--- src/ess_pkg.sv ---
// ---------------------------------------------------------------------------
// ess_pkg
// Types and constants shared by the engine start sequencer modules.
// ---------------------------------------------------------------------------
package ess_pkg;

    // Configuration register indexes.
    localparam int CFG_INDEX_W = 3;
    localparam logic [CFG_INDEX_W-1:0] CFG_MV_PER_COUNT     = 3'd0;
    localparam logic [CFG_INDEX_W-1:0] CFG_RUN_DETECT_MV    = 3'd1;
    localparam logic [CFG_INDEX_W-1:0] CFG_STARTER_STOP_MV  = 3'd2;
    localparam logic [CFG_INDEX_W-1:0] CFG_IGNITION_DELAY   = 3'd3;
    localparam logic [CFG_INDEX_W-1:0] CFG_CRANK_LIMIT      = 3'd4;
    localparam logic [CFG_INDEX_W-1:0] CFG_DEFAULT_RUN_MIN  = 3'd5;
    localparam int CFG_DATA_W = 16;

    // Configuration reset values.
    localparam logic [7:0]  RST_MV_PER_COUNT    = 8'd16;
    localparam logic [15:0] RST_RUN_DETECT_MV   = 16'd13300;
    localparam logic [15:0] RST_STARTER_STOP_MV = 16'd13000;
    localparam logic [15:0] RST_IGNITION_DELAY  = 16'd3000;
    localparam logic [15:0] RST_CRANK_LIMIT     = 16'd3000;
    localparam logic [7:0]  RST_DEFAULT_RUN_MIN = 8'd2;

    // Engine phase codes.
    localparam logic [1:0] PH_STOPPED  = 2'd0;
    localparam logic [1:0] PH_IGN_WAIT = 2'd1;
    localparam logic [1:0] PH_CRANKING = 2'd2;
    localparam logic [1:0] PH_RUNNING  = 2'd3;

    // Notification codes.
    localparam logic [2:0] NOTE_NONE        = 3'd0;
    localparam logic [2:0] NOTE_STARTED     = 3'd1;
    localparam logic [2:0] NOTE_START_FAIL  = 3'd2;
    localparam logic [2:0] NOTE_STOPPED     = 3'd3;
    localparam logic [2:0] NOTE_ALREADY_RUN = 3'd4;

    // Command kinds.
    localparam logic CMD_TICK    = 1'b0;
    localparam logic CMD_REQUEST = 1'b1;

    // Request codes.
    localparam logic [7:0] REQ_VOLTAGE  = 8'd4;
    localparam logic [7:0] REQ_STOP     = 8'd5;
    localparam logic [7:0] REQ_LED_A    = 8'd8;
    localparam logic [7:0] REQ_LED_B    = 8'd9;
    localparam logic [7:0] REQ_START_10 = 8'd10;
    localparam logic [7:0] REQ_START_15 = 8'd15;
    localparam logic [7:0] REQ_START_20 = 8'd20;
    localparam logic [7:0] REQ_START_25 = 8'd25;
    localparam logic [7:0] REQ_START_30 = 8'd30;

    // Response data codes.
    localparam logic [7:0] RSP_OK          = 8'd1;
    localparam logic [7:0] RSP_STARTING    = 8'd4;
    localparam logic [7:0] RSP_ALREADY_RUN = 8'd7;
    localparam logic [7:0] RSP_CODE_BASE   = 8'd128;

    // Argument value that selects the default (LED: no change).
    localparam logic [7:0] ARG_USE_DEFAULT = 8'd255;

    // Run timer rollover points: the counters roll once they pass these.
    localparam logic [9:0] MS_ROLL_LIMIT  = 10'd1000;
    localparam logic [5:0] SEC_ROLL_LIMIT = 6'd60;

    // Divide by 100 as multiply by ceil(2^23 / 100) and shift right by 23;
    // exact for every 16-bit dividend.
    localparam logic [16:0] DIV100_MULT  = 17'd83887;
    localparam int          DIV100_SHIFT = 23;

    typedef struct packed {
        logic [7:0]  mv_per_count;
        logic [15:0] run_detect_mv;
        logic [15:0] starter_stop_mv;
        logic [15:0] ignition_delay_ms;
        logic [15:0] crank_limit_ms;
        logic [7:0]  default_run_minutes;
    } t_cfg;

    typedef struct packed {
        logic        command;
        logic [7:0]  request_code;
        logic [7:0]  argument;
        logic [15:0] mv;
    } t_item;

    typedef struct packed {
        logic        has_response;
        logic [7:0]  response_code;
        logic [7:0]  response_data;
        logic        ignition_relay;
        logic        starter_relay;
        logic        led_drive;
        logic [2:0]  notify;
        logic [1:0]  engine_phase;
    } t_result;

endpackage

--- src/ess_cfg_regs.sv ---
// ---------------------------------------------------------------------------
// ess_cfg_regs
// Configuration register file; takes one write per cycle.
// ---------------------------------------------------------------------------
module ess_cfg_regs (
    input  logic                            i_clk,
    input  logic                            i_rst_n,
    input  logic                            i_valid,
    input  logic [ess_pkg::CFG_INDEX_W-1:0] i_index,
    input  logic [ess_pkg::CFG_DATA_W-1:0]  i_data,
    output logic                            o_ready,
    output ess_pkg::t_cfg                   o_cfg
);
    import ess_pkg::*;

    t_cfg r_cfg;

    // The register file never holds off a write.
    assign o_ready = 1'b1;
    assign o_cfg   = r_cfg;

    // Register writes; indexes past the list are dropped.
    always_ff @(posedge i_clk) begin
        if (!i_rst_n) begin
            r_cfg.mv_per_count        <= RST_MV_PER_COUNT;
            r_cfg.run_detect_mv       <= RST_RUN_DETECT_MV;
            r_cfg.starter_stop_mv     <= RST_STARTER_STOP_MV;
            r_cfg.ignition_delay_ms   <= RST_IGNITION_DELAY;
            r_cfg.crank_limit_ms      <= RST_CRANK_LIMIT;
            r_cfg.default_run_minutes <= RST_DEFAULT_RUN_MIN;
        end else if (i_valid) begin
            case (i_index)
                CFG_MV_PER_COUNT:    r_cfg.mv_per_count        <= i_data[7:0];
                CFG_RUN_DETECT_MV:   r_cfg.run_detect_mv       <= i_data;
                CFG_STARTER_STOP_MV: r_cfg.starter_stop_mv     <= i_data;
                CFG_IGNITION_DELAY:  r_cfg.ignition_delay_ms   <= i_data;
                CFG_CRANK_LIMIT:     r_cfg.crank_limit_ms      <= i_data;
                CFG_DEFAULT_RUN_MIN: r_cfg.default_run_minutes <= i_data[7:0];
                default: begin
                end
            endcase
        end
    end

endmodule

--- src/ess_input_stage.sv ---
// ---------------------------------------------------------------------------
// ess_input_stage
// Input register; scales the ADC sample to millivolts on the way in.
// ---------------------------------------------------------------------------
module ess_input_stage (
    input  logic                i_clk,
    input  logic                i_rst_n,
    input  logic                i_in_valid,
    output logic                o_in_stall,
    input  logic                i_command,
    input  logic [7:0]          i_request_code,
    input  logic [7:0]          i_argument,
    input  logic [9:0]          i_adc_count,
    input  logic [7:0]          i_mv_per_count,
    input  logic                i_take,
    output logic                o_item_valid,
    output ess_pkg::t_item      o_item
);
    import ess_pkg::*;

    logic        r_valid;
    t_item       r_item;
    logic        accept;
    logic [17:0] mv_full;

    // The register frees up when the step stage takes its item.
    assign o_in_stall   = r_valid && !i_take;
    assign accept       = i_in_valid && !o_in_stall;
    assign o_item_valid = r_valid;
    assign o_item       = r_item;

    // Battery voltage, truncated to 16 bits.
    assign mv_full = 18'(i_adc_count) * 18'(i_mv_per_count);

    // Valid flag.
    always_ff @(posedge i_clk) begin
        if (!i_rst_n) begin
            r_valid <= 1'b0;
        end else if (accept) begin
            r_valid <= 1'b1;
        end else if (i_take) begin
            r_valid <= 1'b0;
        end
    end

    // Payload.
    always_ff @(posedge i_clk) begin
        if (accept) begin
            r_item.command      <= i_command;
            r_item.request_code <= i_request_code;
            r_item.argument     <= i_argument;
            r_item.mv           <= mv_full[15:0];
        end
    end

endmodule

--- src/ess_step.sv ---
// ---------------------------------------------------------------------------
// ess_step
// Start sequence state, per-item update and the result register.
// ---------------------------------------------------------------------------
module ess_step (
    input  logic                i_clk,
    input  logic                i_rst_n,
    input  logic                i_item_valid,
    input  ess_pkg::t_item      i_item,
    input  ess_pkg::t_cfg       i_cfg,
    output logic                o_take,
    output logic                o_out_valid,
    input  logic                i_out_stall,
    output ess_pkg::t_result    o_result
);
    import ess_pkg::*;

    // Sequencer state.
    logic [1:0]  r_phase,   n_phase;
    logic        r_ign,     n_ign;
    logic        r_starter, n_starter;
    logic        r_led,     n_led;
    logic        r_timed,   n_timed;
    logic [7:0]  r_min,     n_min;
    logic [15:0] r_seq,     n_seq;
    logic [9:0]  r_ms,      n_ms;
    logic [5:0]  r_sec,     n_sec;

    // Result register.
    logic        r_out_valid;
    t_result     r_result;
    t_result     n_result;

    logic        out_free;
    logic [32:0] div_prod;

    // The result register can load when empty or being drained.
    assign out_free    = !r_out_valid || !i_out_stall;
    assign o_take      = i_item_valid && out_free;
    assign o_out_valid = r_out_valid;
    assign o_result    = r_result;

    // Voltage in units of 100 mV.
    assign div_prod = 33'(i_item.mv) * 33'(DIV100_MULT);

    // Next state and result for the item in the input register.
    always_comb begin
        n_phase   = r_phase;
        n_ign     = r_ign;
        n_starter = r_starter;
        n_led     = r_led;
        n_timed   = r_timed;
        n_min     = r_min;
        n_seq     = r_seq;
        n_ms      = r_ms;
        n_sec     = r_sec;
        n_result  = '0;

        if (i_item.command == CMD_TICK) begin
            case (r_phase)
                PH_IGN_WAIT: begin
                    if (r_seq >= i_cfg.ignition_delay_ms) begin
                        n_starter = 1'b1;
                        n_phase   = PH_CRANKING;
                        n_seq     = '0;
                    end else begin
                        n_seq = r_seq + 16'd1;
                    end
                end
                PH_CRANKING: begin
                    if (i_item.mv >= i_cfg.starter_stop_mv) begin
                        n_starter       = 1'b0;
                        n_phase         = PH_RUNNING;
                        n_result.notify = NOTE_STARTED;
                    end else if (r_seq >= i_cfg.crank_limit_ms) begin
                        n_starter       = 1'b0;
                        n_ign           = 1'b0;
                        n_phase         = PH_STOPPED;
                        n_result.notify = NOTE_START_FAIL;
                    end else begin
                        n_seq = r_seq + 16'd1;
                    end
                end
                PH_RUNNING: begin
                    if (r_timed) begin
                        if (r_min != 8'd0) begin
                            // Millisecond, second and minute counters.
                            n_ms = r_ms + 10'd1;
                            if (n_ms > MS_ROLL_LIMIT) begin
                                n_sec = r_sec + 6'd1;
                                n_ms  = '0;
                            end
                            if (n_sec > SEC_ROLL_LIMIT) begin
                                n_min = r_min - 8'd1;
                                n_sec = '0;
                            end
                        end else begin
                            n_ign           = 1'b0;
                            n_phase         = PH_STOPPED;
                            n_timed         = 1'b0;
                            n_result.notify = NOTE_STOPPED;
                        end
                    end
                end
                default: begin
                end
            endcase
        end else if (r_phase != PH_IGN_WAIT && r_phase != PH_CRANKING) begin
            // Requests are served only outside the start sequence.
            case (i_item.request_code)
                REQ_VOLTAGE: begin
                    n_result.has_response  = 1'b1;
                    n_result.response_data = div_prod[DIV100_SHIFT+7:DIV100_SHIFT];
                end
                REQ_STOP: begin
                    n_result.has_response  = 1'b1;
                    n_result.response_data = RSP_OK;
                    n_ign                  = 1'b0;
                    n_phase                = PH_STOPPED;
                    n_timed                = 1'b0;
                    n_result.notify        = NOTE_STOPPED;
                end
                REQ_LED_A, REQ_LED_B: begin
                    n_result.has_response  = 1'b1;
                    n_result.response_data = RSP_OK;
                    if (i_item.argument != ARG_USE_DEFAULT) begin
                        n_led = (i_item.argument != 8'd0);
                    end
                end
                REQ_START_10, REQ_START_15, REQ_START_20, REQ_START_25,
                REQ_START_30: begin
                    n_result.has_response = 1'b1;
                    if (i_item.mv > i_cfg.run_detect_mv) begin
                        n_phase                = PH_RUNNING;
                        n_result.response_data = RSP_ALREADY_RUN;
                        n_result.notify        = NOTE_ALREADY_RUN;
                    end else begin
                        n_min   = (i_item.argument != ARG_USE_DEFAULT) ?
                                  i_item.argument : i_cfg.default_run_minutes;
                        n_timed = 1'b1;
                        n_ign   = 1'b1;
                        n_phase = PH_IGN_WAIT;
                        n_seq   = '0;
                        n_result.response_data = RSP_STARTING;
                    end
                end
                default: begin
                end
            endcase
            if (n_result.has_response) begin
                n_result.response_code = RSP_CODE_BASE + i_item.request_code;
            end
        end

        n_result.ignition_relay = n_ign;
        n_result.starter_relay  = n_starter;
        n_result.led_drive      = n_led;
        n_result.engine_phase   = n_phase;
    end

    // State update, one item per take.
    always_ff @(posedge i_clk) begin
        if (!i_rst_n) begin
            r_phase   <= PH_STOPPED;
            r_ign     <= 1'b0;
            r_starter <= 1'b0;
            r_led     <= 1'b1;
            r_timed   <= 1'b0;
            r_min     <= '0;
            r_seq     <= '0;
            r_ms      <= '0;
            r_sec     <= '0;
        end else if (o_take) begin
            r_phase   <= n_phase;
            r_ign     <= n_ign;
            r_starter <= n_starter;
            r_led     <= n_led;
            r_timed   <= n_timed;
            r_min     <= n_min;
            r_seq     <= n_seq;
            r_ms      <= n_ms;
            r_sec     <= n_sec;
        end
    end

    // Result valid flag.
    always_ff @(posedge i_clk) begin
        if (!i_rst_n) begin
            r_out_valid <= 1'b0;
        end else if (o_take) begin
            r_out_valid <= 1'b1;
        end else if (!i_out_stall) begin
            r_out_valid <= 1'b0;
        end
    end

    // Result payload.
    always_ff @(posedge i_clk) begin
        if (o_take) begin
            r_result <= n_result;
        end
    end

endmodule

--- src/engine_start_sequencer_core.sv ---
// ---------------------------------------------------------------------------
// engine_start_sequencer_core
// Remote engine-start controller: ignition delay, cranking, timed run.
// ---------------------------------------------------------------------------
// Each accepted item (a millisecond tick or a serial request, with a battery
// ADC sample) produces exactly one result transaction, and a new item can be
// accepted every cycle unless the result side stalls. The input register
// stores the sample already scaled to millivolts (the ADC-times-scale
// multiply); the step stage updates the sequencer state and divides the
// voltage by 100 through a reciprocal multiply into the result register.
// A stall on the result side reaches o_in_stall in the same cycle. The
// configuration port is always ready and takes one register write per cycle;
// writes are meant for idle periods only.
module engine_start_sequencer_core (
    input  logic                            i_clk,
    input  logic                            i_rst_n,
    // Item input
    input  logic                            i_in_valid,
    output logic                            o_in_stall,
    input  logic                            i_command,
    input  logic [7:0]                      i_request_code,
    input  logic [7:0]                      i_argument,
    input  logic [9:0]                      i_adc_count,
    // Result output
    output logic                            o_out_valid,
    input  logic                            i_out_stall,
    output logic                            o_has_response,
    output logic [7:0]                      o_response_code,
    output logic [7:0]                      o_response_data,
    output logic                            o_ignition_relay,
    output logic                            o_starter_relay,
    output logic                            o_led_drive,
    output logic [2:0]                      o_notify,
    output logic [1:0]                      o_engine_phase,
    // Configuration writes
    input  logic                            i_cfg_valid,
    output logic                            o_cfg_ready,
    input  logic [ess_pkg::CFG_INDEX_W-1:0] i_cfg_index,
    input  logic [ess_pkg::CFG_DATA_W-1:0]  i_cfg_data
);
    import ess_pkg::*;

    t_cfg    cfg;
    t_item   item;
    t_result result;
    logic    item_valid;
    logic    take;

    // Configuration registers.
    ess_cfg_regs u_cfg_regs (
        .i_clk   (i_clk),
        .i_rst_n (i_rst_n),
        .i_valid (i_cfg_valid),
        .i_index (i_cfg_index),
        .i_data  (i_cfg_data),
        .o_ready (o_cfg_ready),
        .o_cfg   (cfg)
    );

    // Input register with voltage scaling.
    ess_input_stage u_input_stage (
        .i_clk          (i_clk),
        .i_rst_n        (i_rst_n),
        .i_in_valid     (i_in_valid),
        .o_in_stall     (o_in_stall),
        .i_command      (i_command),
        .i_request_code (i_request_code),
        .i_argument     (i_argument),
        .i_adc_count    (i_adc_count),
        .i_mv_per_count (cfg.mv_per_count),
        .i_take         (take),
        .o_item_valid   (item_valid),
        .o_item         (item)
    );

    // Sequencer step and result register.
    ess_step u_step (
        .i_clk        (i_clk),
        .i_rst_n      (i_rst_n),
        .i_item_valid (item_valid),
        .i_item       (item),
        .i_cfg        (cfg),
        .o_take       (take),
        .o_out_valid  (o_out_valid),
        .i_out_stall  (i_out_stall),
        .o_result     (result)
    );

    // Result fields onto the ports.
    assign o_has_response   = result.has_response;
    assign o_response_code  = result.response_code;
    assign o_response_data  = result.response_data;
    assign o_ignition_relay = result.ignition_relay;
    assign o_starter_relay  = result.starter_relay;
    assign o_led_drive      = result.led_drive;
    assign o_notify         = result.notify;
    assign o_engine_phase   = result.engine_phase;

endmodule

--- config.mk ---
export PLATFORM = sky130hd
export DESIGN_NAME = engine_start_sequencer_core
export DESIGN_NICKNAME = d
export VERILOG_FILES = /design/src/ess_pkg.sv /design/src/ess_cfg_regs.sv /design/src/ess_input_stage.sv /design/src/ess_step.sv /design/src/engine_start_sequencer_core.sv
export SDC_FILE = /design/constraint.sdc
export NUM_CORES = 1
export LEC_CHECK = 0
export BUFFER_PORTS_ARGS = -buffer_cell sky130_fd_sc_hd__buf_4
export CORE_MARGIN = 3
export CORE_UTILIZATION = 45
export CTS_BUF_LIST = sky130_fd_sc_hd__clkbuf_8
export DETAILED_ROUTE_END_ITERATION = 6
export GPL_TIMING_DRIVEN = 0
export MAX_ROUTING_LAYER = met4
export PLACE_DENSITY = 0.6
export SYNTH_ARGS = -nofsm -noshare
export SYNTH_HDL_FRONTEND = slang
export SYNTH_HIERARCHICAL = 1
export SYNTH_SLANG_ARGS = --single-unit
--- constraint.sdc ---
create_clock -name i_clk -period 8.32 [get_ports i_clk]
set_input_delay 1.664 -clock i_clk [delete_from_list [all_inputs] [get_ports i_clk]]
set_output_delay 1.664 -clock i_clk [all_outputs]
set_load 0.01 [all_outputs]
# Word level (Yosys, flattened, before mapping)
# Index checks and enable logic that the tools add are counted.
# word_totals
elab_cells,182
inputBits,51
rom_bits,0
output_inout_bits,28
mem_bits_rw,0
latchBits,0
ff_bits,186
memories,0
# op_classes
order_cmp,6
n_div,0
n_bitwise,1
n_addsub,5
shifts,0
eq_ne,28
mux,77
multipliers,2
n_reduce_logical,34
# op_table
operator,count
16-bit two-way mux,7
8-bit two-way mux,9
16-bit greater-or-equal comparator,3
6-bit two-way mux,6
8-bit by 4-bit == test with 1-bit output (second input constant),4
16-bit one-hot mux with 2 select lines,1
16-bit by 17-bit multiplier with 31-bit output (second input constant),1
1-bit two-way mux,28
8-bit by 5-bit == test with 1-bit output (second input constant),3
8-bit one-hot mux with 3 select lines,1
2-bit two-way mux,11
16-bit by 1-bit adder with 16-bit output (second input constant),1
8-bit by 3-bit == test with 1-bit output (second input constant),2
16-bit > comparator,1
10-bit by 8-bit multiplier with 16-bit output,1
8-bit nonzero test,2
3-bit two-way mux,5
2-bit AND reduction,7
3-bit one-hot mux with 2 select lines,2
10-bit by 1-bit adder with 10-bit output (second input constant),1
10-bit > comparator (second input constant),1
10-bit two-way mux,1
5-bit AND reduction,2
2-bit nonzero test,5
other kinds (30),48

# Longest topological paths before layout
# Gate-level depths: netlist (run 1).
# logic_depth
depth_word,13
depth_mapped,21
mapped_depth_nobuf,21

# Modules after synthesis
# The synthesis (run 1) kept the hierarchy.
# by_module_without_submodules
mod,seq_area_each_um2,instances,area_per_inst_um2,cells_each
ess_step,1691.6,1,10435.0,1196
ess_input_stage,1011.0,1,3493.4,324
ess_cfg_regs,1601.5,1,3123.0,300

# Worst setup path after synthesis (run 1)
# OpenSTA, ideal clock, no wires.
# synth_timing
path_kind,register to register
start,"reg u_input_stage.r_item, in the netlist u_input_stage/o_item[10]"
end,"reg u_step.r_result, in the netlist u_step/o_result[14] (data pin)"
period_less_slack_ns,5.979
t_arrival_ns,5.718
t_required_ns,8.059
setup_time_ns,0.261
stages_incl_launch_ff,18
path_buffers,0
slack_ns,2.341
path_cell_list,edfxtp_1 -> fa_1 -> fa_1 -> inv_1 -> fa_1 -> inv_1 -> fa_1 -> fa_1 -> fa_1 -> ha_1 -> and4_1 -> nand4_1 -> or4_1 -> a211o_1 -> a31oi_1 -> o21a_1 -> o21a_1 -> nor3_1
# synth_via
elab_chain_len,2
# synth_lines
item,line,text
from (decl),ess_input_stage.sv:22,t_item r_item;
16-bit by 17-bit multiplier with 31-bit output,ess_step.sv:44,assign div_prod = 33'(i_item.mv) * 33'(DIV100_MULT);
8-bit one-hot mux with 3 select lines,ess_step.sv:110,case (i_item.request_code)
to (signal assigned),ess_step.sv:200,r_result <= n_result;
to (decl),ess_step.sv:31,t_result r_result;
# No other way between the ends.
# A chain may end at the register's enable or synchronous reset.

# Worst setup path after layout (run 1)
# Same ends and word-level chain as after synthesis.

==> results of run 1 <==
[layout make-up]
class / instances / area, um2
fill: 3506 / 18300
clock inverter: 15 / 145
clock buffer: 17 / 234
inverter: 330 / 1240
sequential: 186 / 4300
buffer: 42 / 186
tap: 504 / 631
multi-input combinational: 1263 / 11300
timing repair buffer: 78 / 598
[stage by stage]
stage / hold slack, ns / cells / power [mW] / setup slack [ns] / utilization [%]
after global routing: 0.490 / 2435 / 6.80 / 1.44 / 50.5
after floorplan: 0.433 / 1821 / 4.38 / 2.34 / -
after global placement: 0.447 / 2402 / 5.38 / 1.72 / 49.4
after detailed placement: 0.448 / 2403 / 5.42 / 1.68 / 49.5
final: 0.468 / 2435 / 6.02 / 1.67 / 50.5
after CTS: 0.469 / 2435 / 6.09 / 1.67 / 50.5
[cell usage in the layout, fill, tap and decap left out, drive strengths merged, types with 12 or more instances in the layout]
cell	count
buf	92
and2	71
o21a	12
nand2	162
fa	144
xnor2	19
a31oi	17
nor2	57
nor3	18
nor2b	52
mux2i	81
nand4	18
clkbuf	45
or4	12
edfxtp	58
ha	232
a211oi	15
inv	341
a21oi	80
nand3	22
dfxtp	128
o211ai	16
o21ai	56
a21o	25
or3	19
nand2b	13
[routing by layer]
| layer | GRT usage (%) | up-vias | share of wire [%] |
|---|---|---|---|
| met4 | 3.86 | 0 | 1.3 |
| li1 | - | 6298 | - |
| met3 | 2.85 | 34 | 3.7 |
| met2 | 32.6 | 260 | 45 |
| met1 | 29.4 | 6172 | 50 |
| met5 | - | - | 0 |
[flip-flops by register name (all words and copies together), names as in the netlist]
signal / cells
u_step/r_min: 8
u_step/o_result: 25
u_input_stage/o_item: 33
u_step/r_starter: 1
u_step/r_ign: 1
u_step/r_timed: 1
u_input_stage/o_item_valid: 1
u_step/r_ms: 10
u_step/r_phase: 2
u_step/o_out_valid: 1
u_step/r_sec: 6
u_step/r_seq: 16
u_cfg_regs/o_cfg: 80
u_step/r_led: 1
[kinds of logic (layout without fill, tap and decap cells)]
group / after synthesis / in the layout
AOI/OAI and AO/OA: 283 / 283
muxes: 83 / 83
buffers and inverters: 372 / 482
and+or+nand+nor: 492 / 492
adders and majority gates: 376 / 376
other: 2 / 3
DFF: 186 / 186
xor gates and xnor gates: 26 / 26
[worst min-delay path: stages (launching register included)]
cell,delay [ns]
dfxtp_1,0.33
nand2_1,0.05
mux2i_1,0.05
[final timing paths]
check | from | to
hold / removal | u_cfg_regs/o_cfg[59]$_SDFFE_PN0P_ | u_cfg_regs/o_cfg[59]$_SDFFE_PN0P_
setup / recovery | u_input_stage/o_item[10]$_DFFE_PP_ | u_step/o_result[14]$_SDFFCE_PN0P_
setup reg to reg | u_input_stage/o_item[10]$_DFFE_PP_ | u_step/o_result[14]$_SDFFCE_PN0P_
hold reg to reg | u_cfg_regs/o_cfg[59]$_SDFFE_PN0P_ | u_cfg_regs/o_cfg[59]$_SDFFE_PN0P_
[power by group through the flow]
stage	registers, mW	logic (mW)	clock network [mW]
final	1.02	4.40	0.597
after global placement	1.04	4.34	0
after floorplan	1.02	3.36	0
after CTS	1.02	4.45	0.615
after detailed placement	1.04	4.38	0
after global routing	1.03	5.12	0.654
[synth_stat cells, types with 19 or more instances]
library cell	instances	share of area (%)
a21o_1	24	1.1
a21oi_1	79	2.3
and2_1	70	2.6
clkbuf_1	27	0.59
dfxtp_1	128	15
edfxtp_1	58	10
fa_1	144	17
ha_1	232	17
inv_1	330	7.3
mux2i_1	81	4.8
nand2_1	162	3.6
nand3_1	22	0.65
nor2_1	56	1.2
nor2b_1	52	1.9
o21ai_0	53	1.6
or3_1	19	0.70
==> results.sh, run 1 <==
export IMPL_outcome="finished, final reports clean"
export IMPL_place_hpwl_mm=32.5
export IMPL_fin_skew_ns=0.0145
export IMPL_rsz0062_at_grt="no"
export IMPL_antenna_found_initial=0
export IMPL_post_cts_buffers=0
export IMPL_grt_start_max_net_pins=30
export IMPL_drv_slew=0
export IMPL_die_area_mm2=0.0403
export IMPL_maxSlewHeadroom_pct=12.5
export IMPL_crit_top_cell="fa_1"
export IMPL_r2r_slack_ns=1.67
export IMPL_placed_cell_area_mm2=0.0183
export IMPL_holdBufCountCts=0
export IMPL_insertedDiodeCount=0
export IMPL_cts_made_buffers=17
export IMPL_hold_viol_final=0
export IMPL_power_frac_seq_pct=16.9
export IMPL_cp_max_fo=7
export IMPL_path_class="flip-flop to flip-flop"
export IMPL_synth_top_family_by_area="adder cells"
export IMPL_fmax_mhz=150
export IMPL_grt_usage_pct=20.9
export IMPL_dr_pass1_iters=5
export IMPL_synth_xor_area_share_pct=1.38
export IMPL_nets=2345
export IMPL_grt_pass1_vias=12931
export IMPL_synth_simple_gate_area_share_pct=15.3
export IMPL_synth_seq_area_share_pct=25.2
export IMPL_final_antenna_net_count=0
export IMPL_ios=79
export IMPL_die_height_um=201
export IMPL_insertion_delay_ns=0.49
export IMPL_min_path_cells=2
export IMPL_fin_area_mm2=0.0187
export IMPL_routed_wl_mm=40.1
export IMPL_post_drt_wl_per_cell_um=16.5
export IMPL_p_leak_nw=9.07
export IMPL_cts_tree="done"
export IMPL_synth_cell_types=82
export IMPL_worstHoldPathType="flip-flop to flip-flop"
export IMPL_combPwrFrac_pct=73.1
export IMPL_maxCapViolCount=0
export IMPL_viasPerCell=5.24
export IMPL_worstPathArrival_ns=6.89
export IMPL_ys_warn_count=6
export IMPL_grt_pass1_wl_mm=66.7
export IMPL_cts_resized_gates=0
export IMPL_irDropWorstVdd_mv=0.422
export IMPL_clk_pin_slew_ns=0.11
export IMPL_max_stage_delay_ns=0.68
export IMPL_synth_edf_count=58
export IMPL_finalCritPeriodShare_pct=79.9
export IMPL_core_area_mm2=0.0370
export IMPL_synth_ff_type="dfxtp_1"
export IMPL_drt_iter0_markers=586
export IMPL_synthAdderAreaFrac_pct=33.9
export IMPL_htreeDepth=4
export IMPL_post_route_min_period_ns=6.65
export IMPL_internal_power_mw=3.10
export IMPL_fp_dieW_um=201
export IMPL_io_buffers=77
export IMPL_crit_path_top_delay_cell="fa_1"
export IMPL_cellPowerDensity_mw_per_mm2=322
export IMPL_cts_root_buf="clkbuf_8"
export IMPL_rows=70
export IMPL_syn_area_per_cell_um2=9.37
export IMPL_critPathTopFamily="adder cells"
export IMPL_synth_area_mm2=0.0171
export IMPL_path_cells="fa_1, fa_1, inv_1, fa_1, inv_1, fa_1, fa_1, fa_1, ha_1, and4_1, nand4_1, or4_1, a211o_1, a31oi_1, o21a_1, o21a_1, nor3_1"
export IMPL_route_detailed_drc=0
export IMPL_reg2regPathDepth=17
export IMPL_synth_mux_area_share_pct=4.89
export IMPL_synthCells=1820
export IMPL_cp_num_cells=17
export IMPL_cts_sinks=186
export IMPL_async_flop_share_pct=0
export IMPL_place_congestion=0.883
export IMPL_synth_compound_area_share_pct=10.9
export IMPL_endpoint_kind="flip-flop"
export IMPL_drive_gt1_share_pct=7.98
export IMPL_clkPwrFrac_pct=9.9
export IMPL_worst_slew_pin_slew_ns=1.30
export IMPL_cp_start_kind="flip-flop"
export IMPL_area_growth_pct=9.50
export IMPL_vias=12764
export IMPL_setup_viol=0
export IMPL_p_sw_share_pct=48.5
export IMPL_fin_setup_tns_ns=0
export IMPL_overflow=0
export IMPL_critical_path_required_ns=8.57
export IMPL_netSwitchingPower_mw=2.92
export IMPL_clk_path_buf_depth=2
export IMPL_synth_seq_cells=186
export IMPL_critPathBufInv=2
export IMPL_initial_core_util_pct=46.1
No activity file was read; power rests on OpenSTA's default activity.
==> run 2, diff against run 1 <==
- clock period: 8.32 -> 6.6 ns (I/O delays scaled with it)
==> run 2 against run 1 <==
  * Critical path type unchanged
  * Via count hardly changed
  * Total power grew 27%
  * Largest power group unchanged
  * Register-to-register slack worse by 1.4 ns
  * Count of clock-buffer cells in the layout stayed put
  * Highest routed layer unchanged
  * Clock skew hardly changed
  * Setup slack got worse by 1.4 ns
  * Maximum frequency grew 4.4%
  * Critical endpoint unchanged
==> results.sh, run 2 (synthesis results as in run 1) <==
export IMPL_die_height_um=201
export IMPL_crit_top_cell="fa_1"
export IMPL_rows=70
export IMPL_internal_power_mw=3.94
export IMPL_cp_max_fo=4
export IMPL_place_hpwl_mm=32.5
export IMPL_route_detailed_drc=0
export IMPL_cts_made_buffers=17
export IMPL_nets=2357
export IMPL_cellPowerDensity_mw_per_mm2=408
export IMPL_holdWs_ns=0.468
export IMPL_overflow=0
export IMPL_endpoint_kind="flip-flop"
export IMPL_hold_viol_final=0
export IMPL_routed_wl_mm=40.3
export IMPL_htreeDepth=4
export IMPL_worst_slew_pin_slew_ns=1.28
export IMPL_final_cell_mix="inv_1 (330), ha_1 (231), nand2_1 (162)"
export IMPL_largest_register_ffs=80
export IMPL_clk_pin_slew_ns=0.11
export IMPL_max_stage_delay_ns=0.63
export IMPL_worstHoldPathType="flip-flop to flip-flop"
export IMPL_combPwrFrac_pct=73.6
export IMPL_path_class="flip-flop to flip-flop"
export IMPL_insertedDiodeCount=0
export IMPL_placedCellCount=2403
export IMPL_critPathBufInv=2
export IMPL_irDropWorstVdd_mv=0.547
export IMPL_layout_commonest_cell="inv_1"
export IMPL_final_antenna_net_count=0
export IMPL_grt_usage_pct=20.9
export IMPL_clkPwrFrac_pct=9.8
export IMPL_grt_start_max_net_pins=30
export IMPL_placed_cell_area_mm2=0.0183
export IMPL_critical_path_required_ns=6.84
export IMPL_fmax_mhz=157
export IMPL_cp_start_kind="flip-flop"
export IMPL_maxCapViolCount=0
export IMPL_drt_iter0_markers=642
export IMPL_fin_area_mm2=0.0188
export IMPL_p_leak_nw=9.12
export IMPL_netSwitchingPower_mw=3.73
export IMPL_area_growth_pct=10.2
export IMPL_vias=12753
export IMPL_holdBufCountCts=0
export IMPL_critPathTopFamily="adder cells"
export IMPL_regArea_mm2=0.00430
export IMPL_dr_pass1_iters=5
export IMPL_multi_input_area_mm2=0.0114
export IMPL_crit_path_top_delay_cell="fa_1"
export IMPL_instances_no_fill=2447
export IMPL_finalCritPeriodShare_pct=96.5
export IMPL_fin_skew_ns=0.0149
export IMPL_maxSlewHeadroom_pct=14.1
export IMPL_cts_tree="done"
export IMPL_cts_sinks=186
export IMPL_r2r_slack_ns=0.23
export IMPL_viasPerCell=5.21
export IMPL_clk_path_buf_depth=2
export IMPL_drive_gt1_share_pct=8.70
export IMPL_insertion_delay_ns=0.49
export IMPL_pre_cts_ws_ns=-0.0379
export IMPL_place_congestion=0.883
export IMPL_grt_pass1_wl_mm=66.7
export IMPL_initial_core_util_pct=46.1
export IMPL_path_cells="fa_1, fa_1, inv_1, fa_1, inv_1, fa_1, fa_1, fa_1, ha_1, and4_1, nand4_1, or4_1, a211o_1, a31oi_4, o21a_1, o21a_1, nor3_1"
export IMPL_worst_slack_ns=0.230
export IMPL_ios=79
export IMPL_p_sw_share_pct=48.7
export IMPL_fill_cells=3500
export IMPL_setup_viol=0
export IMPL_outcome="finished, final reports clean"
export IMPL_post_route_min_period_ns=6.37
export IMPL_core_area_mm2=0.0370
export IMPL_cts_root_buf="clkbuf_8"
export IMPL_antenna_found_initial=0
export IMPL_worstPathArrival_ns=6.61
export IMPL_die_area_mm2=0.0403
export IMPL_io_buffers=77
export IMPL_power_frac_seq_pct=16.6
export IMPL_post_drt_wl_per_cell_um=16.5
export IMPL_drv_slew=0
export IMPL_fp_dieW_um=201
export IMPL_grt_pass1_vias=12936
-- run 2: changes by cell type in the layout (fill, tap and decap cells not counted), sizes merged --
cell | before | now
buf | 92 | 104
-- run 2: path summary, 6_finish.rpt --
kind	cells after the start	end	from
worst max-delay path	17	u_step/o_result[14]$_SDFFCE_PN0P_	u_input_stage/o_item[10]$_DFFE_PP_
worst min-delay path	2	u_cfg_regs/o_cfg[59]$_SDFFE_PN0P_	u_cfg_regs/o_cfg[59]$_SDFFE_PN0P_
worst max register to register	17	u_step/o_result[14]$_SDFFCE_PN0P_	u_input_stage/o_item[10]$_DFFE_PP_
worst min register to register	2	u_cfg_regs/o_cfg[59]$_SDFFE_PN0P_	u_cfg_regs/o_cfg[59]$_SDFFE_PN0P_
-- run 2: stage by stage --
| step | utilization, % | power (mW) | TNS (ns) |
|---|---|---|---|
| finish | 50.9 | 7.67 | 0 |
| floorplan | - | 5.52 | 0 |
| global placement | 49.4 | 6.78 | -0.000700 |
| global route | 50.9 | 8.65 | -0.000807 |
| detailed placement | 49.5 | 6.83 | -0.0558 |
| CTS | 50.6 | 7.67 | 0 |
-- run 2: worst reg2reg max path, stage by stage (launching register included) --
cell	delay (ns)
edfxtp_1	0.47
fa_1	0.63
fa_1	0.54
inv_1	0.06
fa_1	0.53
inv_1	0.06
fa_1	0.50
fa_1	0.53
fa_1	0.52
ha_1	0.36
and4_1	0.26
nand4_1	0.20
or4_1	0.51
a211o_1	0.38
a31oi_4	0.25
o21a_1	0.18
o21a_1	0.12
nor3_1	0.05
-- run 2: routing by layer --
layer / GRT usage (%) / share of wire, % / vias to the layer above / wire length, um
li1: - / - / 6321 / -
met1: 29.5 / 50 / 6156 / 20300
met2: 32.7 / 45 / 244 / 18100
met3: 2.87 / 3.6 / 32 / 1470
met4: 3.69 / 1.2 / 0 / 470
met5: - / 0 / - / 0
-- run 2: power by group through the flow --
stage	Combinational (mW)	Sequential, mW	Clock, mW
after global routing	6.54	1.28	0.825
after detailed placement	5.52	1.31	0
final	5.64	1.27	0.753
after global placement	5.47	1.31	0
after floorplan	4.23	1.29	0
after CTS	5.62	1.28	0.775
-- run 2: timing repair --
item / CTS / global route
pin swaps: 0 / 0
gates cloned: 0 / 0
buffers inserted: 3 / 9
gates resized for setup: 0 / 5
endpoints found under the setup margin: 2 / 3
-- run 2: final cells by class --
| class | count | area share (%) |
|---|---|---|
| Multi-Input combinational cell | 1263 | 60.5 |
| Sequential cell | 186 | 22.9 |
| Inverter | 330 | 6.59 |
| Timing Repair Buffer | 90 | 3.66 |
| Tap cell | 504 | 3.36 |
| Clock buffer | 17 | 1.24 |
| Buffer | 42 | 0.992 |
| Clock inverter | 15 | 0.772 |
==> run 3, diff against run 2 <==
- MAX_ROUTING_LAYER: met4 -> not set
==> run 3 against run 2 <==
  * Maximum frequency barely moved
  * Largest cell class unchanged
  * Core utilization did not move
  * Total power barely moved
  * Via count rose by 0.56%
  * Hold slack got worse by 0.00084 ns
==> results.sh, run 3 (synthesis results as in run 1) <==
export IMPL_ios=79
export IMPL_irDropWorstVdd_mv=0.547
export IMPL_clk_path_buf_depth=2
export IMPL_holdWs_ns=0.467
export IMPL_io_buffers=77
export IMPL_p_leak_nw=9.12
export IMPL_final_antenna_net_count=0
export IMPL_dr_pass1_iters=5
export IMPL_post_drt_wl_per_cell_um=16.5
export IMPL_routed_wl_mm=40.3
export IMPL_crit_end="u_step/o_result[14]$_SDFFCE_PN0P_"
export IMPL_r2r_slack_ns=0.23
export IMPL_path_class="flip-flop to flip-flop"
export IMPL_rsz0062_at_grt="no"
export IMPL_outcome="finished, final reports clean"
export IMPL_cts_root_buf="clkbuf_8"
export IMPL_vias=12825
export IMPL_setup_viol=0
export IMPL_layout_commonest_cell="inv_1"
export IMPL_placed_cell_area_mm2=0.0183
export IMPL_place_hpwl_mm=32.5
export IMPL_max_stage_delay_ns=0.63
export IMPL_die_height_um=201
export IMPL_hold_viol_final=0
export IMPL_worstPathArrival_ns=6.61
export IMPL_multi_input_area_mm2=0.0114
export IMPL_cts_tree="done"
export IMPL_post_route_min_period_ns=6.37
export IMPL_drt_iter0_markers=632
export IMPL_maxCapViolCount=0
export IMPL_drv_slew=0
export IMPL_finalCritPeriodShare_pct=96.5
export IMPL_crit_start="u_input_stage/o_item[10]$_DFFE_PP_"
export IMPL_maxSlewHeadroom_pct=9.38
export IMPL_nets=2357
export IMPL_rr_endpoint="u_step/o_result[14]$_SDFFCE_PN0P_"
export IMPL_regArea_mm2=0.00430
export IMPL_cp_max_fo=4
export IMPL_grt_pass1_vias=12940
export IMPL_final_cell_mix="inv_1 (330), ha_1 (231), nand2_1 (162)"
export IMPL_overflow=0
export IMPL_fin_skew_ns=0.0153
export IMPL_worst_slew_pin_slew_ns=1.35
export IMPL_cp_start_kind="flip-flop"
export IMPL_antenna_found_initial=0
export IMPL_crit_path_top_delay_cell="fa_1"
export IMPL_initial_core_util_pct=46.1
export IMPL_grt_usage_pct=20.3
export IMPL_worstHoldPathType="flip-flop to flip-flop"
export IMPL_r2r_start="u_input_stage/o_item[10]$_DFFE_PP_"
export IMPL_holdBufCountCts=0
export IMPL_cellPowerDensity_mw_per_mm2=408
export IMPL_clk_pin_slew_ns=0.11
export IMPL_rows=70
export IMPL_cts_made_buffers=17
export IMPL_reg2regPathDepth=17
export IMPL_insertedDiodeCount=0
export IMPL_viasPerCell=5.24
export IMPL_path_cells="fa_1, fa_1, inv_1, fa_1, inv_1, fa_1, fa_1, fa_1, ha_1, and4_1, nand4_1, or4_1, a211o_1, a31oi_4, o21a_1, o21a_1, nor3_1"
export IMPL_critical_path_required_ns=6.85
export IMPL_insertion_delay_ns=0.49
export IMPL_route_detailed_drc=0
export IMPL_cts_sinks=186
export IMPL_fin_area_mm2=0.0188
export IMPL_place_congestion=0.869
export IMPL_fmax_mhz=157
export IMPL_area_growth_pct=10.2
export IMPL_endpoint_kind="flip-flop"
export IMPL_power_mw=7.67
export IMPL_fp_dieW_um=201
export IMPL_drive_gt1_share_pct=8.70
export IMPL_die_area_mm2=0.0403
export IMPL_htreeDepth=4
export IMPL_grt_pass1_wl_mm=66.8
export IMPL_grt_start_max_net_pins=30
export IMPL_crit_top_cell="fa_1"
export IMPL_largest_register_ffs=80
export IMPL_fill_cells=3500
export IMPL_core_area_mm2=0.0370
==> run 3: how the worst min path moves through the flow <==
stage,from,end,slack (ns),depth (start not counted)
floorplan,u_cfg_regs/o_cfg[2]$_SDFFE_PN0P_,u_cfg_regs/o_cfg[2]$_SDFFE_PN0P_,0.43,2
global placement,u_cfg_regs/o_cfg[45]$_SDFFE_PN0P_,u_cfg_regs/o_cfg[45]$_SDFFE_PN0P_,0.45,2
detailed placement,u_cfg_regs/o_cfg[51]$_SDFFE_PN0P_,u_cfg_regs/o_cfg[51]$_SDFFE_PN0P_,0.45,2
CTS,u_cfg_regs/o_cfg[59]$_SDFFE_PN0P_,u_cfg_regs/o_cfg[59]$_SDFFE_PN0P_,0.47,2
global route,u_cfg_regs/o_cfg[34]$_SDFFE_PN0P_,u_cfg_regs/o_cfg[34]$_SDFFE_PN0P_,0.49,2
finish,u_cfg_regs/o_cfg[25]$_SDFFE_PN0P_,u_cfg_regs/o_cfg[25]$_SDFFE_PN0P_,0.47,2
==> run 3: timing repair <==
action,4_1_cts,5_1_grt
buffers inserted,3,9
setup endpoints to repair,2,3
resized for setup,0,5
==> run 3: power breakdown <==
| part | total (mW) | internal, mW | leakage (nW) | switching [mW] |
|---|---|---|---|---|
| sequential | 1.27 | 1.22 | 1.60 | 0.0491 |
| combinational | 5.65 | 2.43 | 7.33 | 3.22 |
| clock | 0.754 | 0.283 | 0.197 | 0.471 |
==> run 3: critical path: cells and delay by family, from the launching register on <==
| family | cells | cell delay (ns) |
|---|---|---|
| buf+inv | 2 | 0.12 |
| fa+ha+maj | 7 | 3.60 |
| flops | 1 | 0.47 |
| simple gates | 4 | 1.02 |
| compound gates | 4 | 0.94 |
==> run 3: final cells by class <==
| type | count | share of cell area, % |
|---|---|---|
| tap | 504 | 3.36 |
| sequential | 186 | 22.9 |
| buffer | 42 | 0.992 |
| multi-input combinational | 1263 | 60.5 |
| clock inverter | 15 | 0.772 |
| inverter | 330 | 6.59 |
| timing repair buffer | 90 | 3.66 |
| clock buffer | 17 | 1.24 |
==> run 3: metal layers <==
metal  wire [um]  track usage [%]  vias up
li1            -                -     6327
met1       20000             29.4     6209
met2       18100             32.6      263
met3        1660             3.02       26
met4         462             3.84        0
met5           0                0        -
==> run 3: metrics by stage <==
| step | cells | util (%) | setup WS, ns | setup TNS, ns |
|---|---|---|---|---|
| finish | 2447 | 50.9 | 0.233 | 0 |
| global route | 2447 | 50.9 | 0.00134 | 0 |
| CTS | 2438 | 50.6 | 0.0630 | 0 |
| detailed placement | 2403 | 49.5 | -0.0379 | -0.0558 |
| global placement | 2402 | 49.4 | -0.000700 | -0.000700 |
| floorplan | 1821 | - | 0.621 | 0 |
